File: src/rtl/mrg_pkg.sv
// Shared types, constants and modular helpers for the MRG ellipse hit sampler.
package mrg_pkg;

	localparam int COEF_FRAC_BITS_DEF = 16;
	localparam int COUNT_WIDTH_DEF    = 32;

	localparam logic [31:0] MOD1 = 32'd4294967087;
	localparam logic [31:0] MOD2 = 32'd4294944443;

	// 2^32 mod m for each modulus
	localparam logic [14:0] FOLD1 = 15'd209;
	localparam logic [14:0] FOLD2 = 15'd22853;

	// recurrence multipliers; the negative taps are applied as m - (k*h mod m)
	localparam logic [20:0] MUL12 = 21'd1403580;
	localparam logic [20:0] NEG13 = 21'd810728;
	localparam logic [20:0] MUL21 = 21'd527612;
	localparam logic [20:0] NEG23 = 21'd1370589;

	localparam int NUM_COMP = 4;
	localparam int HIST_DEPTH = 3;
	localparam int SUM_W = 97;

	localparam logic [63:0] LIM = 64'(MOD1 - 32'd1) * 64'(MOD1 - 32'd1);

	localparam logic KIND_LOAD = 1'b0;
	localparam logic KIND_DRAW = 1'b1;

	localparam logic [0:0] REG_COEF_A = 1'b0;
	localparam logic [0:0] REG_COEF_B = 1'b1;

	typedef struct packed {
		logic        kind;
		logic [3:0]  seed_index;
		logic [31:0] seed_value;
	} item_t;

	typedef struct packed {
		logic [31:0] x_value;
		logic [31:0] y_value;
		logic        hit;
		logic [31:0] hit_total;
	} result_t;

	typedef enum logic [3:0] {
		S_IDLE,
		S_LOAD,
		S_MUL,
		S_FOLD1,
		S_FOLD2,
		S_NEG,
		S_COMB,
		S_SQ,
		S_PP,
		S_TERM,
		S_SUM,
		S_CMP
	} state_t;

	typedef struct packed {
		logic take;
		logic load;
		logic mul;
		logic fold1;
		logic fold2;
		logic neg;
		logic comb;
		logic sq;
		logic pp;
		logic term;
		logic sum;
		logic cmp;
	} cmd_t;

	typedef struct packed {
		logic phase_done;
	} stat_t;

	function automatic logic [31:0] mod_of(input int k);
		return (k % 2 == 1) ? MOD2 : MOD1;
	endfunction

	function automatic logic [14:0] fold_of(input int k);
		return (k % 2 == 1) ? FOLD2 : FOLD1;
	endfunction

	// (a + b) mod m for a, b below m
	function automatic logic [31:0] mod_add(input logic [31:0] a, input logic [31:0] b,
			input logic [31:0] m);
		logic [32:0] s;
		s = {1'b0, a} + {1'b0, b};
		return (s >= {1'b0, m}) ? 32'(s - {1'b0, m}) : s[31:0];
	endfunction

	// finish the reduction of a once-folded value
	function automatic logic [31:0] fold_tail(input logic [36:0] t, input logic [14:0] c,
			input logic [31:0] m);
		logic [32:0] u;
		u = 33'({28'b0, t[36:32]} * {18'b0, c}) + {1'b0, t[31:0]};
		return (u >= {1'b0, m}) ? 32'(u - {1'b0, m}) : u[31:0];
	endfunction

endpackage

File: src/rtl/mrg_ctrl.sv
// Sequencer that steps the sampler datapath through a load or a draw.
module mrg_ctrl (
	input  logic           clk,
	input  logic           arst_n,
	input  logic           item_valid,
	input  logic           item_kind,
	output logic           item_stall,
	output logic           result_valid,
	input  logic           result_stall,
	input  mrg_pkg::stat_t stat,
	output mrg_pkg::cmd_t  cmd
);

	mrg_pkg::state_t state_q, state_d;
	logic            take;
	logic            cmp_go;
	logic            result_valid_q;

	assign take   = (state_q == mrg_pkg::S_IDLE) && item_valid;
	assign cmp_go = (state_q == mrg_pkg::S_CMP) && (!result_valid_q || !result_stall);

	always_comb begin
		state_d = state_q;
		unique case (state_q)
			mrg_pkg::S_IDLE: begin
				if (take) begin
					if (item_kind == mrg_pkg::KIND_LOAD)
						state_d = mrg_pkg::S_LOAD;
					else if (stat.phase_done)
						state_d = mrg_pkg::S_MUL;
					else
						state_d = mrg_pkg::S_COMB;
				end
			end
			mrg_pkg::S_LOAD:  state_d = mrg_pkg::S_IDLE;
			mrg_pkg::S_MUL:   state_d = mrg_pkg::S_FOLD1;
			mrg_pkg::S_FOLD1: state_d = mrg_pkg::S_FOLD2;
			mrg_pkg::S_FOLD2: state_d = mrg_pkg::S_NEG;
			mrg_pkg::S_NEG:   state_d = mrg_pkg::S_COMB;
			mrg_pkg::S_COMB:  state_d = mrg_pkg::S_SQ;
			mrg_pkg::S_SQ:    state_d = mrg_pkg::S_PP;
			mrg_pkg::S_PP:    state_d = mrg_pkg::S_TERM;
			mrg_pkg::S_TERM:  state_d = mrg_pkg::S_SUM;
			mrg_pkg::S_SUM:   state_d = mrg_pkg::S_CMP;
			mrg_pkg::S_CMP: begin
				if (cmp_go)
					state_d = mrg_pkg::S_IDLE;
			end
			default: state_d = mrg_pkg::S_IDLE;
		endcase
	end

	always_comb begin
		cmd       = '0;
		cmd.take  = take;
		cmd.load  = (state_q == mrg_pkg::S_LOAD);
		cmd.mul   = (state_q == mrg_pkg::S_MUL);
		cmd.fold1 = (state_q == mrg_pkg::S_FOLD1);
		cmd.fold2 = (state_q == mrg_pkg::S_FOLD2);
		cmd.neg   = (state_q == mrg_pkg::S_NEG);
		cmd.comb  = (state_q == mrg_pkg::S_COMB);
		cmd.sq    = (state_q == mrg_pkg::S_SQ);
		cmd.pp    = (state_q == mrg_pkg::S_PP);
		cmd.term  = (state_q == mrg_pkg::S_TERM);
		cmd.sum   = (state_q == mrg_pkg::S_SUM);
		cmd.cmp   = cmp_go;
	end

	always_ff @(posedge clk or negedge arst_n) begin
		if (!arst_n) begin
			state_q        <= mrg_pkg::S_IDLE;
			result_valid_q <= 1'b0;
		end else begin
			state_q <= state_d;
			if (cmp_go)
				result_valid_q <= 1'b1;
			else if (!result_stall)
				result_valid_q <= 1'b0;
		end
	end

	assign item_stall   = (state_q != mrg_pkg::S_IDLE);
	assign result_valid = result_valid_q;

endmodule

File: config.mk
export PLATFORM = sky130hd
export DESIGN_NAME = mrg_ctrl
export DESIGN_NICKNAME = d
export VERILOG_FILES = /design/src/rtl/mrg_pkg.sv /design/src/rtl/mrg_ctrl.sv
export SDC_FILE = /design/constraint.sdc
export NUM_CORES = 1
export LEC_CHECK = 0
export BUFFER_PORTS_ARGS = -buffer_cell sky130_fd_sc_hd__buf_2
export CORE_AREA = 2 2 39 41
export CTS_BUF_LIST = sky130_fd_sc_hd__clkbuf_8 sky130_fd_sc_hd__clkbuf_16
export DETAILED_ROUTE_END_ITERATION = 8
export DIE_AREA = 0 0 41 43
export PLACE_DENSITY = 0.64
export SETUP_SLACK_MARGIN = 0.2
export SLEW_MARGIN = 20
export SYNTH_ARGS = -nofsm -noshare
export SYNTH_HDL_FRONTEND = slang
export SYNTH_SLANG_ARGS = --single-unit
export TNS_END_PERCENT = 1
File: constraint.sdc
create_clock -name clk -period 3.8 [get_ports clk]
set_clock_uncertainty 0.15 [all_clocks]
set_input_delay 0.76 -clock clk [delete_from_list [all_inputs] [get_ports clk]]
set_output_delay 0.76 -clock clk [all_outputs]
set_load 0.01 [all_outputs]
==> results.py <==
metrics = {
    "yosys": {
        "synth-seq-cells": 5,
        "synthesis.area_per_instance_um2": 7.98,
        "net_count_synth": 56,
        "syn_inst": 50,
        "synth-seq-area-share_pct": 31.3,
        "combined_area_of_all_synthesized_cells_um2": 399,
        "yosysUniqueCellTypes": 22,
        "synthesis.yosys.warnings": 0,
    },
    "grt": {
        "grt_antenna_before_repair": 0,
        "grt_use_total_pct": 13.0,
        "grt_start_max_net_pins": 11,
        "grt_first_pass_wirelength_um": 1550,
        "grt_pass1_vias": 365,
        "globalRoute.totalOverflow": 0,
    },
    "die": {
        "vertical_die_dimension_um": 43,
        "floorplan.die_area_um2": 1760,
        "initial_core_util_pct": 28.8,
        "coreArea_um2": 1380,
        "pin_count": 20,
        "placementRows": 14,
        "die_w_um": 41,
    },
    "detailed_routing": {
        "post_drt_wl_per_cell_um": 11.3,
        "dr.pass1.iters": 4,
        "routed_wirelength_um": 929,
        "drc_errors": 0,
        "viasPerCell": 4.98,
        "detailroute.via_count": 408,
        "ant_nets": 0,
        "first_iter_violations": 12,
    },
    "clocking": {
        "clk_pin_slew_ps": 40,
        "cts_tree": "built",
        "post_cts_buffers": 0,
        "postCtsHoldBufs": 0,
        "clk_root_buffer_cell": "sky130_fd_sc_hd__clkbuf_8",
        "clkLatencyLatePin_ps": 220,
        "clock_sink_count": 5,
        "htree_levels": 1,
        "cts_max_path_buffers": 2,
        "cts_inserted_buffers": 3,
        "cts_resized": 0,
    },
    "pwr": {
        "vdd_ir_drop_max_uv": 287,
        "power-per-cell-area_nw_per_um2": 860,
        "leakage_power_summed_over_all_cells_nw": 0.262,
    },
    "timing": {
        "rsz0062_at_grt": "no",
        "fin_crit_ps": 2290,
        "relative_slew_margins_pct": 79.2,
        "setup-violations-final": 0,
        "hold_viol_final": 0,
        "clock.fmax_mhz": 436,
        "min_period_over_period_pct": 60.3,
        "worst-slew-pin-transition_ps": 312,
        "totalNegativeSetupSlack_ps": 0,
        "finalMaxSlewViolations": 0,
    },
    "worst_setup_path": {
        "cp.required_ps": 2890,
        "wp_data_arrival_ps": 1380,
        "start_kind": "register",
        "crit_path_end_kind": "output port",
        "critical_path_class": "register to output port",
        "worst-path-max-fanout": 9,
    },
    "outcome": {
        "status": "completed",
    },
    "final_layout": {
        "share_of_post_route_cells_with_drive_strength_above_1_pct": 40.9,
        "antenna_cells_inserted": 0,
        "final_net_count": 73,
        "layout.cell_area.non_filler_um2": 507,
        "register_area_um2": 125,
        "multiInputGateArea_um2": 218,
        "fillerInstances": 149,
        "layout_commonest_cell": "sky130_fd_sc_hd__buf_2",
        "layout_common_cells": "sky130_fd_sc_hd__buf_2 (19), sky130_fd_sc_hd__nor2_1 (7), sky130_fd_sc_hd__nand2_1 (5), sky130_fd_sc_hd__nor3_1 (5), sky130_fd_sc_hd__dfrtp_1 (5)",
        "area_growth_pct": 27.0,
        "final_core_utilization_pct": 36.6,
    },
    "placed_design": {
        "place_area_um2": 462,
        "hpwl_um": 686,
        "gp_routability_congestion": 0.750,
        "port_buffers": 19,
    },
    "flow_run": {
        "max_cap_viol_count": 0,
    },
    "hold_path": {
        "hold_path_class": "input port to asynchronous set/reset pin",
    },
}
## report_power, final
group          leakage (nW)   total, W  internal (W)  switching [W]
logic                 0.171   0.000213     0.0000984       0.000115
registers            0.0646   0.000127     0.0000759      0.0000515
clock network        0.0269  0.0000954     0.0000693      0.0000261
## critical path, cell delays in order, from the launching register on
cell and delay, ps:
sky130_fd_sc_hd__dfrtp_1 470, sky130_fd_sc_hd__nand2b_1 310, sky130_fd_sc_hd__nor3b_1 220, sky130_fd_sc_hd__buf_2 160
## Yosys cell counts
master | count | area, µm²
sky130_fd_sc_hd__nand2b_1 | 4 | 25.0
sky130_fd_sc_hd__o21a_1 | 1 | 7.51
sky130_fd_sc_hd__nand4b_1 | 1 | 8.76
sky130_fd_sc_hd__o221a_2 | 1 | 11.3
sky130_fd_sc_hd__dfrtp_1 | 5 | 125
sky130_fd_sc_hd__a221o_1 | 1 | 10.0
sky130_fd_sc_hd__a21bo_2 | 1 | 10.0
sky130_fd_sc_hd__nor2_4 | 1 | 11.3
sky130_fd_sc_hd__buf_6 | 2 | 22.5
sky130_fd_sc_hd__nand2_1 | 5 | 18.8
sky130_fd_sc_hd__and3_2 | 2 | 15.0
sky130_fd_sc_hd__o22ai_1 | 1 | 6.26
sky130_fd_sc_hd__o21ai_0 | 1 | 5.00
sky130_fd_sc_hd__nor3b_1 | 1 | 7.51
sky130_fd_sc_hd__buf_4 | 2 | 15.0
sky130_fd_sc_hd__buf_2 | 2 | 10.0
sky130_fd_sc_hd__a21oi_1 | 4 | 20.0
sky130_fd_sc_hd__inv_1 | 1 | 3.75
sky130_fd_sc_hd__clkbuf_2 | 1 | 5.00
sky130_fd_sc_hd__nor3_1 | 5 | 25.0
sky130_fd_sc_hd__nor2_1 | 7 | 26.3
sky130_fd_sc_hd__a32o_1 | 1 | 10.0
## logic make-up (layout without fill, tap and decap cells)
logic type	Yosys count	in the layout	synth area share [%]
buffers and inverters	8	24	14.1
flip-flops	5	5	31.3
AO/OA/AOI/OAI	11	11	20.1
AND/OR/NAND/NOR	26	26	34.5
## registers in the layout (all words and copies together) (netlist names)
signal and flops:
result_valid 1, state_q 4
## path summary, 6_finish.rpt
kind | depth (start not counted) | slack (ps) | start | endpoint
max | 3 | 1510 | state_q[2] | cmd[0]
min | 1 | 190 | arst_n | state_q[0]
max reg2reg | 3 | 2310 | state_q[2] | state_q[1]
min reg2reg | 2 | 410 | result_valid | result_valid
max in group asynchronous | 1 | 3180 | arst_n | state_q[3]
min in group clk | 2 | 410 | result_valid | result_valid
## layout make-up
| class | count | area share (%) |
|---|---|---|
| Clock inverter | 1 | 0.741 |
| Inverter | 1 | 0.741 |
| Tap cell | 16 | 3.95 |
| Sequential cell | 5 | 24.7 |
| Multi-Input combinational cell | 37 | 43.0 |
| Timing Repair Buffer | 19 | 18.8 |
| Clock buffer | 3 | 8.15 |
## routing by layer
| metal | global-route usage [%] | up-vias | wire, µm |
|---|---|---|---|
| li1 | - | 203 | - |
| met1 | 17.3 | 186 | 407 |
| met2 | 19.1 | 17 | 437 |
| met3 | 1.57 | 2 | 70 |
| met4 | 8.00 | 0 | 13 |
| met5 | 0 | - | 0 |
## through the flow
step                      std cells  hold slack (ps)  setup WS (ps)  total power [W]
after floorplan                  50              314           1760         0.000308
after global placement           78              403           1600         0.000338
after detailed placement         78              413           1590         0.000341
after CTS                        82              200           1500         0.000440
after global routing             82              200           1400         0.000476
final                            82              194           1510         0.000436
Power figures use the tool's default switching activity.
